$ cat src/sv/prf_pkg.sv
// Shared types, constants and helpers for the page replacement fault counter.
`default_nettype none
package prf_pkg;

	localparam int PAGE_BITS  = 12;
	localparam int CFG_W      = 7;
	localparam int CNT_W      = 32;
	localparam int FRAMES_DEF = 64;
	localparam int NPOL       = 5;

	localparam int P_FIFO  = 0;
	localparam int P_LRU   = 1;
	localparam int P_LFU   = 2;
	localparam int P_MFU   = 3;
	localparam int P_CLOCK = 4;

	localparam logic [CFG_W-1:0] CFG_RESET = CFG_W'(64);
	localparam logic [CNT_W-1:0] CNT_MAX   = '1;
	localparam logic [CNT_W-1:0] FREQ_INIT = CNT_W'(1);
	localparam logic [CNT_W-1:0] AGE_INIT  = CNT_W'(1);

	typedef struct packed {
		logic [PAGE_BITS-1:0] page_number;
	} in_item_t;

	typedef struct packed {
		logic [CFG_W-1:0] frames_in_use;
	} cfg_item_t;

	typedef struct packed {
		logic             fifo_miss;
		logic             lru_miss;
		logic             lfu_miss;
		logic             mfu_miss;
		logic             clock_fault;
		logic [CNT_W-1:0] fifo_total;
		logic [CNT_W-1:0] lru_total;
		logic [CNT_W-1:0] lfu_total;
		logic [CNT_W-1:0] mfu_total;
		logic [CNT_W-1:0] clock_total;
	} out_item_t;

	// frame entry: page plus age, stamp or count
	typedef struct packed {
		logic [PAGE_BITS-1:0] page;
		logic [CNT_W-1:0]     aux;
	} ent_t;

	typedef enum logic [2:0] {
		DP_NONE,
		DP_LOAD,
		DP_SCAN,
		DP_UPDATE,
		DP_TAIL,
		DP_PICK,
		DP_FINISH
	} dp_op_t;

	typedef struct packed {
		dp_op_t op;
		logic   last_tail;
	} dp_cmd_t;

	typedef struct packed {
		logic clk_hit;
		logic clk_empty;
		logic clk_mark;
	} dp_status_t;

	function automatic logic [CNT_W-1:0] inc_sat(input logic [CNT_W-1:0] v);
		return (v == CNT_MAX) ? v : v + 1'b1;
	endfunction

endpackage
`default_nettype wire

$ cat src/sv/prf_ctrl.sv
// Controller: sequences scan, update and second chance passes per transaction.
`default_nettype none
module prf_ctrl #(
	parameter int FRAMES = prf_pkg::FRAMES_DEF,
	localparam int IW = (FRAMES > 1) ? $clog2(FRAMES) : 1,
	localparam int NW = $clog2(FRAMES + 1)
) (
	input  logic                       clk,
	input  logic                       arst_n,
	input  logic                       in_valid,
	output logic                       in_ready,
	output logic                       out_valid,
	input  logic                       out_ready,
	input  logic                       cfg_valid,
	input  logic [prf_pkg::CFG_W-1:0]  cfg_value,
	output prf_pkg::dp_cmd_t           cmd,
	output logic [IW-1:0]              idx,
	input  prf_pkg::dp_status_t        status
);

	typedef enum logic [2:0] {
		S_IDLE,
		S_SCAN,
		S_SCAN_WAIT,
		S_UPDATE,
		S_TAIL,
		S_TAIL_WAIT,
		S_TAIL_CHK,
		S_FINISH
	} state_t;

	state_t                     state_q;
	logic [prf_pkg::CFG_W-1:0]  cfg_q;
	logic [IW-1:0]              i_q;
	logic [NW-1:0]              iter_q;
	logic                       tail_last_q;
	logic                       out_valid_q;
	logic [NW-1:0]              n_c;
	logic [IW-1:0]              n_m1;
	logic                       fin_go;

	always_comb begin
		if (cfg_q == '0) begin
			n_c = NW'(1);
		end else if (int'(cfg_q) > FRAMES) begin
			n_c = NW'(FRAMES);
		end else begin
			n_c = NW'(cfg_q);
		end
		n_m1 = IW'(n_c - 1'b1);
	end

	assign in_ready  = (state_q == S_IDLE);
	assign out_valid = out_valid_q;
	assign idx       = i_q;
	assign fin_go    = (state_q == S_FINISH) && (!out_valid_q || out_ready);

	always_comb begin
		cmd.op        = prf_pkg::DP_NONE;
		cmd.last_tail = tail_last_q;
		unique case (state_q)
			S_IDLE: begin
				if (in_valid) cmd.op = prf_pkg::DP_LOAD;
			end
			S_SCAN:     cmd.op = prf_pkg::DP_SCAN;
			S_UPDATE:   cmd.op = prf_pkg::DP_UPDATE;
			S_TAIL:     cmd.op = prf_pkg::DP_TAIL;
			S_TAIL_CHK: cmd.op = prf_pkg::DP_PICK;
			S_FINISH: begin
				if (fin_go) cmd.op = prf_pkg::DP_FINISH;
			end
			default:    cmd.op = prf_pkg::DP_NONE;
		endcase
	end

	always_ff @(posedge clk or negedge arst_n) begin
		if (!arst_n) begin
			state_q     <= S_IDLE;
			cfg_q       <= prf_pkg::CFG_RESET;
			i_q         <= '0;
			iter_q      <= '0;
			tail_last_q <= 1'b0;
			out_valid_q <= 1'b0;
		end else begin
			if (cfg_valid) cfg_q <= cfg_value;
			if (out_valid_q && out_ready && !fin_go) out_valid_q <= 1'b0;
			unique case (state_q)
				S_IDLE: begin
					if (in_valid) begin
						i_q     <= '0;
						state_q <= S_SCAN;
					end
				end
				S_SCAN: begin
					if (i_q == n_m1) begin
						state_q <= S_SCAN_WAIT;
					end else begin
						i_q <= i_q + 1'b1;
					end
				end
				S_SCAN_WAIT: state_q <= S_UPDATE;
				S_UPDATE: begin
					iter_q <= '0;
					i_q    <= '0;
					if (status.clk_hit) begin
						state_q <= S_FINISH;
					end else begin
						tail_last_q <= status.clk_empty || !status.clk_mark;
						state_q     <= S_TAIL;
					end
				end
				S_TAIL: begin
					if (i_q == n_m1) begin
						state_q <= S_TAIL_WAIT;
					end else begin
						i_q <= i_q + 1'b1;
					end
				end
				S_TAIL_WAIT: state_q <= tail_last_q ? S_FINISH : S_TAIL_CHK;
				S_TAIL_CHK: begin
					iter_q      <= iter_q + 1'b1;
					i_q         <= '0;
					tail_last_q <= !((({1'b0, iter_q} + 1'b1) < {1'b0, n_c})
						&& status.clk_mark);
					state_q     <= S_TAIL;
				end
				S_FINISH: begin
					if (fin_go) begin
						out_valid_q <= 1'b1;
						state_q     <= S_IDLE;
					end
				end
				default: state_q <= S_IDLE;
			endcase
		end
	end

endmodule
`default_nettype wire

$ cat config.mk
export PLATFORM = sky130hd
export DESIGN_NAME = prf_ctrl
export DESIGN_NICKNAME = d
export VERILOG_FILES = /design/src/sv/prf_pkg.sv /design/src/sv/prf_ctrl.sv
export SDC_FILE = /design/constraint.sdc
export NUM_CORES = 1
export LEC_CHECK = 0
export CAP_MARGIN = 20
export CORE_MARGIN = 8
export CORE_UTILIZATION = 63
export DETAILED_ROUTE_END_ITERATION = 12
export DONT_BUFFER_PORTS = 1
export PLACE_DENSITY = 0.89
export SETUP_SLACK_MARGIN = 0.02
export SLEW_MARGIN = 20
export SYNTH_ARGS = -nofsm -noshare
export SYNTH_HDL_FRONTEND = slang
export SYNTH_SLANG_ARGS = --single-unit
$ cat constraint.sdc
create_clock -name clk -period 3.6 [get_ports clk]
set_clock_uncertainty 0.05 [all_clocks]
set_input_delay 0 -clock clk [delete_from_list [all_inputs] [get_ports clk]]
set_output_delay 0 -clock clk [all_outputs]
set_load 0.03 [all_outputs]
==> impl_results.md, run 1 <==
* Status: complete, no violations
* Initial DRT Pass Iterations at 4
* Syn. warnings at 0
* Post-synthesis instance total at 213
* Die Span X at 69.61 µm
* Final net count at 241
* Antenna cells at 0
* Final hold vios at 0
* Overall die height at 69.61 µm
* Global-route usage over all layers at 0.1737
* MaxCap Viol Count at 0
* Synthesized area at 1810 µm²
* Routed vias at 1612
* Hold wc startpoint: status[2]
* DP Wirelength at 2.943 mm
* Clock Path Buffers at 2
* Main area contributors after synthesis: dfrtp_1, nand2_1, ha_1
* Hold endpoint: state_q[1]$_DFFE_PN0P_
* Leading area contributor after synthesis: dfrtp_1
* Register-to-register setup slack at 0.29 ns
* Hold WC Path Type: in -> reg
* RSZ-0062 raised after global routing: false
* Commonest non-fill, non-tap cell in the layout: nand2_1
* Setup-failing EPs final at 0
* Hold_ws at 0.01973 ns
* DRT Wirelength at 4.245 mm
* Max incr delay on CP at 0.55 ns
* Top cell type's share of synthesized area at 0.3317
* WP data arrival at 3.51 ns
* Slowest-stage cell, CP: or4_1
* CTS tree: done
* Setup_tns at 0 ns
* Maximum level of the CTS H-tree at 1
* Worst setup EP type: flip-flop
* CORE AREA at 2734 µm²
* Number of synthesized flops with an enable pin at 0
* Antenna violations before repair at 0
* Hold path depth at 3
* Final Util at 0.7167
* Leak at 0.7943 nW
* Yosys cell types at 48
* CP Max Fanout at 9
* Final Max Tran Viols at 0
* Wire per inst at 17.19 µm
* Final Cycle Share at 0.9206
* Syn_area_per_cell at 8.500 µm²
* Initial Util at 0.6622
* Sink Count at 25
* Max Freq at 301.8 MHz
* Vias per std cell at 6.526
* Async set-reset flop share out of synthesis at 1.000
* CP required at 3.80 ns
* CP Class: reg -> reg
* Vias in the first global route at 1552
* Crit start category: flip-flop
* Sequential element share of the synthesized area at 0.3462
* Die area at 4845 µm²
* Reg2Reg Depth at 11
* FF-to-FF Start: cfg_q[3]$_DFFE_PN0P_
* # IOs at 27
* Worst slew margin at 0.3999
* Slew @ Worst Pin at 0.8933 ns
* Worst vdd ir at 764.8 µV
* Area Growth Syn to Fin at 8.224%
* Buffers & Inverters on Critical Path at 0
* CTS clock-pin slew for the worst setup and hold paths at 0.15 ns
* Cell Rows at 19
* Power Dens Cells at 708.4 nW/µm²
* TritonCTS Buffers at 3
* Pin count of the biggest net entering global routing at 30
* R2R Path End: idx[5]$_DFFE_PN0P_
* Tmin final at 3.314 ns
* Cell mode on critical path: or4_1
* Share of layout cells above drive strength 1 at 0.09259
* Worst path cell trace: or4_1, nor2_1, o21ai_0, ha_1, xnor2_2, nor3_1, a2bb2oi_1, o31a_1, o31ai_4, or4_1, a21oi_1
* Top delay family on crit path: simple AND/OR/NAND/NOR gates
* Gpl congestion at 0.8314
* Main synth FF type: dfrtp_1
* Commonest non-fill, non-tap cells in the layout: nand2_1, dfrtp_1, a21oi_1
* DRC at 0
* Count of antenna-violating nets left after detailed routing at 0
* Worst skew pair latency at 0.32 ns
* First-pass GRT wire length at 7.307 mm
* Grt total ovfl at 0
* Syn nets at 237
* Number of synthesized register bits at 25
* Root buf cell: clkbuf_4
* Initial DRC count at 183
* Post-CTS setup repair buffer count at 0
* I/O Buffers at 0
## worst register-to-register path: stages (launching register included)
cell       delay, ns
dfrtp_1         0.50
or4_1           0.56
nor2_1          0.18
o21ai_0         0.11
ha_1            0.27
xnor2_2         0.27
nor3_1          0.08
a2bb2oi_1       0.17
o31a_1          0.24
o31ai_4         0.13
or4_1           0.53
a21oi_1         0.17
## area by class of cell
cell class | instances | area, µm²
clock inverters | 1 | 5.005
clock buffers | 3 | 22.52
flip-flops and latches | 25 | 626.9
inverters | 5 | 18.77
fillers | 217 | 774.5
repair buffers | 13 | 140.1
well taps | 31 | 38.79
multi-input cells | 169 | 1107
## layer usage
metal	part of all wire	global-route usage
met1	0.43	0.2159
met2	0.49	0.2859
met3	0.061	0.03577
met4	0.018	0.06606
met5	0	0
## worst max-delay path by stage
stage | startpoint | end | slack, ns | cells after the start
2_1_floorplan | cfg_q[3]$_DFFE_PN0P_ | idx[5]$_DFFE_PN0P_ | 0.54 | 11
3_3_place_gp | cfg_q[3]$_DFFE_PN0P_ | idx[5]$_DFFE_PN0P_ | 0.43 | 11
6_report | cfg_q[3]$_DFFE_PN0P_ | idx[5]$_DFFE_PN0P_ | 0.29 | 11
5_1_grt | cfg_q[3]$_DFFE_PN0P_ | idx[5]$_DFFE_PN0P_ | 0.07 | 11
3_5_place_dp | cfg_q[3]$_DFFE_PN0P_ | idx[5]$_DFFE_PN0P_ | 0.28 | 11
4_1_cts | cfg_q[3]$_DFFE_PN0P_ | idx[5]$_DFFE_PN0P_ | 0.25 | 11
## through the flow
stage | setup slack [ns] | total power, mW | instances | area, µm²
finish | 0.2860 | 1.388 | 247 | 1959
global route | 0.07359 | 1.504 | 247 | 1959
CTS | 0.2545 | 1.384 | 247 | 1952
detailed placement | 0.2846 | 1.234 | 230 | 1784
global placement | 0.4333 | 1.191 | 230 | 1784
floorplan | 0.5445 | 1.119 | 213 | 1810
## report_power, final
part | leakage [nW] | total, mW | switching, mW | internal (mW)
combinational | 0.465 | 0.668 | 0.390 | 0.279
clock | 0.0177 | 0.129 | 0.0879 | 0.0416
sequential | 0.311 | 0.590 | 0.237 | 0.353
## cell usage after synthesis (all sizes together) (3+ instances only)
cell type	count
a21oi	20
a22oi	4
buf	4
clkbuf	10
dfrtp	24
ha	9
inv	5
mux2	7
nand2	33
nand2b	5
nand3	5
nor2	8
nor3	9
o21ai	23
o21bai	3
o31ai	6
or3	3
or4	3
xnor2	4
xor2	4
## registers in the layout, indices dropped and copies added (netlist names)
name and cells:
cfg_q 7, iter_q 7, idx 6, state_q 3
out_valid 1, tail_last_q 1
## what timing repair did
item                                   4_1_cts  5_1_grt
resized for setup                            0        1
setup endpoints to repair                    0        1
endpoints found under the hold margin       35        0
hold buffers                                13        0
## logic make-up (layout without fill, tap and decap cells)
group,count (synthesis),in the layout,share of synthesized area
and+or+nand+nor,73,73,0.1935
AOI/OAI and AO/OA,70,70,0.2585
DFF,25,25,0.3462
buffers and inverters,19,22,0.04630
adders and majority gates,9,9,0.06220
muxes,9,9,0.05460
xor gates and xnor gates,8,8,0.03870
Power figures use the tool's default switching activity.
==> run 2, diff against run 1 <==
--- a/config.mk
+++ b/config.mk
@@ -8,6 +8,7 @@
 export CAP_MARGIN = 20
 export CORE_MARGIN = 8
 export CORE_UTILIZATION = 63
+export CTS_CLUSTER_SIZE = 8
 export DETAILED_ROUTE_END_ITERATION = 12
 export DONT_BUFFER_PORTS = 1
 export PLACE_DENSITY = 0.89
==> constraint.sdc (replaced) <==
create_clock -name clk -period 3.6 [get_ports clk]
set_clock_uncertainty 0.05 [all_clocks]
set_input_delay 0.18 -clock clk [delete_from_list [all_inputs] [get_ports clk]]
set_output_delay 0.18 -clock clk [all_outputs]
set_load 0.03 [all_outputs]
==> run 2 against run 1 <==
Sequential share of layout area increased by 0.50 points. Die area unchanged. Global-route usage shrank 0.18 points. Highest routed layer unchanged. Largest cell class unchanged.
==> impl_results.md, run 2 (synthesized netlist as in run 1, its figures left out) <==
* Status: complete, no violations (unchanged)
* Worst skew pair latency at 0.32 ns (about the same)
* Die area at 4845 µm² (unchanged)
* DP Wirelength at 2.943 mm (unchanged)
* Commonest non-fill, non-tap cell in the layout: nand2_1 (unchanged)
* Max Freq at 302.6 MHz (was 301.8 MHz)
* WP data arrival at 3.50 ns (was 3.51 ns)
* RSZ-0062 raised after global routing: false (unchanged)
* Combinational fraction of design power at 0.481 (about the same)
* CP Max Fanout at 9 (unchanged)
* Worst setup EP type: flip-flop (unchanged)
* Vias in the first global route at 1548 (was 1552)
* Maximum level of the CTS H-tree at 1 (unchanged)
* Clock power frac at 0.092 (was 0.093)
* Grt total ovfl at 0 (unchanged)
* Reg2Reg Depth at 11 (unchanged)
* Final setup margin at 0.2951 ns (was 0.2860 ns)
* Wire per inst at 17.18 µm (was 17.19 µm)
* Post-CTS setup repair buffer count at 0 (unchanged)
* DP Worst Slack at 0.2846 ns (unchanged)
* P_sw at 710.8 µW (was 714.7 µW)
* Tmin final at 3.305 ns (was 3.314 ns)
* CORE AREA at 2734 µm² (unchanged)
* Setup_tns at 0 ns (unchanged)
* Pin count of the biggest net entering global routing at 30 (unchanged)
* Slew @ Worst Pin at 0.8917 ns (was 0.8933 ns)
* Setup-failing EPs final at 0 (unchanged)
* I/O Buffers at 0 (unchanged)
* Routed vias at 1590 (was 1612)
* Root buf cell: clkbuf_4 (unchanged)
* Antenna cells at 0 (unchanged)
* Seq pwr share at 0.427 (was 0.425)
* Final net count at 238 (was 241)
* Count of antenna-violating nets left after detailed routing at 0 (unchanged)
* CTS tree: done (unchanged)
* Leak at 0.7817 nW (was 0.7943 nW)
* Worst slew margin at 0.4009 (was 0.3999)
* Cell Rows at 19 (unchanged)
* Die Span X at 69.61 µm (unchanged)
* Worst vdd ir at 757.7 µV (was 764.8 µV)
* Initial DRT Pass Iterations at 4 (unchanged)
* DRT Wirelength at 4.192 mm (was 4.245 mm)
* # IOs at 27 (unchanged)
* CP Class: reg -> reg (unchanged)
* Sink Count at 25 (unchanged)
* Antenna violations before repair at 0 (unchanged)
* Hold WC Path Type: in -> reg (unchanged)
* Global-route usage over all layers at 0.1720 (was 0.1737)
* CTS clock-pin slew for the worst setup and hold paths at 0.14 ns (was 0.15 ns)
* MaxCap Viol Count at 0 (unchanged)
* Final Max Tran Viols at 0 (unchanged)
* Hold_ws at 0.06191 ns (was 0.01973 ns)
* Share of layout cells above drive strength 1 at 0.09390 (was 0.09259)
* Area Growth Syn to Fin at 6.565% (was 8.224%)
* Gpl congestion at 0.8314 (unchanged)
* DRC at 0 (unchanged)
* Hold path depth at 2 (was 3)
* Commonest non-fill, non-tap cells in the layout: nand2_1, dfrtp_1, a21oi_1 (unchanged)
* TritonCTS Buffers at 3 (unchanged)
* Power Dens Cells at 716.2 nW/µm² (was 708.4 nW/µm²)
* First-pass GRT wire length at 7.224 mm (was 7.307 mm)
* Final hold vios at 0 (unchanged)
* Net Sw Frac at 0.5144 (was 0.5149)
* Overall die height at 69.61 µm (unchanged)
* Initial DRC count at 182 (was 183)
* Final Cycle Share at 0.9180 (was 0.9206)
* Clock Path Buffers at 2 (unchanged)
* Int Pwr at 671.0 µW (was 673.3 µW)
* Crit start category: flip-flop (unchanged)
* CP required at 3.80 ns (about the same)
* Initial Util at 0.6622 (unchanged)
* Post-route cell area at 1929 µm² (was 1959 µm²)
* Vias per std cell at 6.516 (was 6.526)
* Cell area after placement at 1784 µm² (unchanged)
[run 2: timing repair]
action	4_1_cts	5_1_grt
gates resized for setup	0	1
endpoints found under the hold margin	32	0
hold buffers	10	0
endpoints found under the setup margin	0	1
[run 2: power by group through the flow]
| stage | sequential (mW) | combinational (mW) | clock, mW |
|---|---|---|---|
| final | 0.590 | 0.665 | 0.128 |
| after CTS | 0.588 | 0.662 | 0.132 |
| after global placement | 0.586 | 0.606 | 0 |
| after global routing | 0.611 | 0.748 | 0.142 |
| after floorplan | 0.460 | 0.659 | 0 |
| after detailed placement | 0.595 | 0.639 | 0 |
[run 2: area by class of cell]
cell class | count | area (µm²)
clock buffer | 3 | 22.52
clock inverter | 1 | 5.005
fill | 220 | 804.5
inverter | 5 | 18.77
multi-input combinational | 169 | 1107
sequential | 25 | 626.9
tap | 31 | 38.79
timing repair buffer | 10 | 110.1
[run 2: critical path, cell delays in order, from the launching register on]
cell,delay (ns)
dfrtp_1,0.49
or4_1,0.55
nor2_1,0.18
o21ai_0,0.11
ha_1,0.27
xnor2_2,0.27
nor3_1,0.08
a2bb2oi_1,0.17
o31a_1,0.24
o31ai_4,0.13
or4_1,0.53
a21oi_1,0.16
[run 2: metrics by stage]
stage / std cells / util / power (mW)
finish: 244 / 0.7057 / 1.382
global route: 244 / 0.7057 / 1.501
CTS: 244 / 0.7030 / 1.382
detailed placement: 230 / 0.6526 / 1.234
global placement: 230 / 0.6526 / 1.191
floorplan: 213 / - / 1.119
[run 2: final timing paths]
check	start	end	slack [ns]
worst max register to register	cfg_q[3]$_DFFE_PN0P_	idx[5]$_DFFE_PN0P_	0.30
worst min-delay path	out_ready	out_valid$_DFF_PN0_	0.06
min in group asynchronous	arst_n	idx[3]$_DFFE_PN0P_	0.24
max in group asynchronous	arst_n	cfg_q[6]$_DFFE_PN1P_	3.02
worst max-delay path	cfg_q[3]$_DFFE_PN0P_	idx[5]$_DFFE_PN0P_	0.30
worst min register to register	iter_q[1]$_DFFE_PN0N_	iter_q[1]$_DFFE_PN0N_	0.52
[run 2: layer usage]
layer  routed length, µm  track usage
met5                   0            0
met4                  57      0.06150
met3                 240      0.03433
met2                2048       0.2879
met1                1846       0.2116
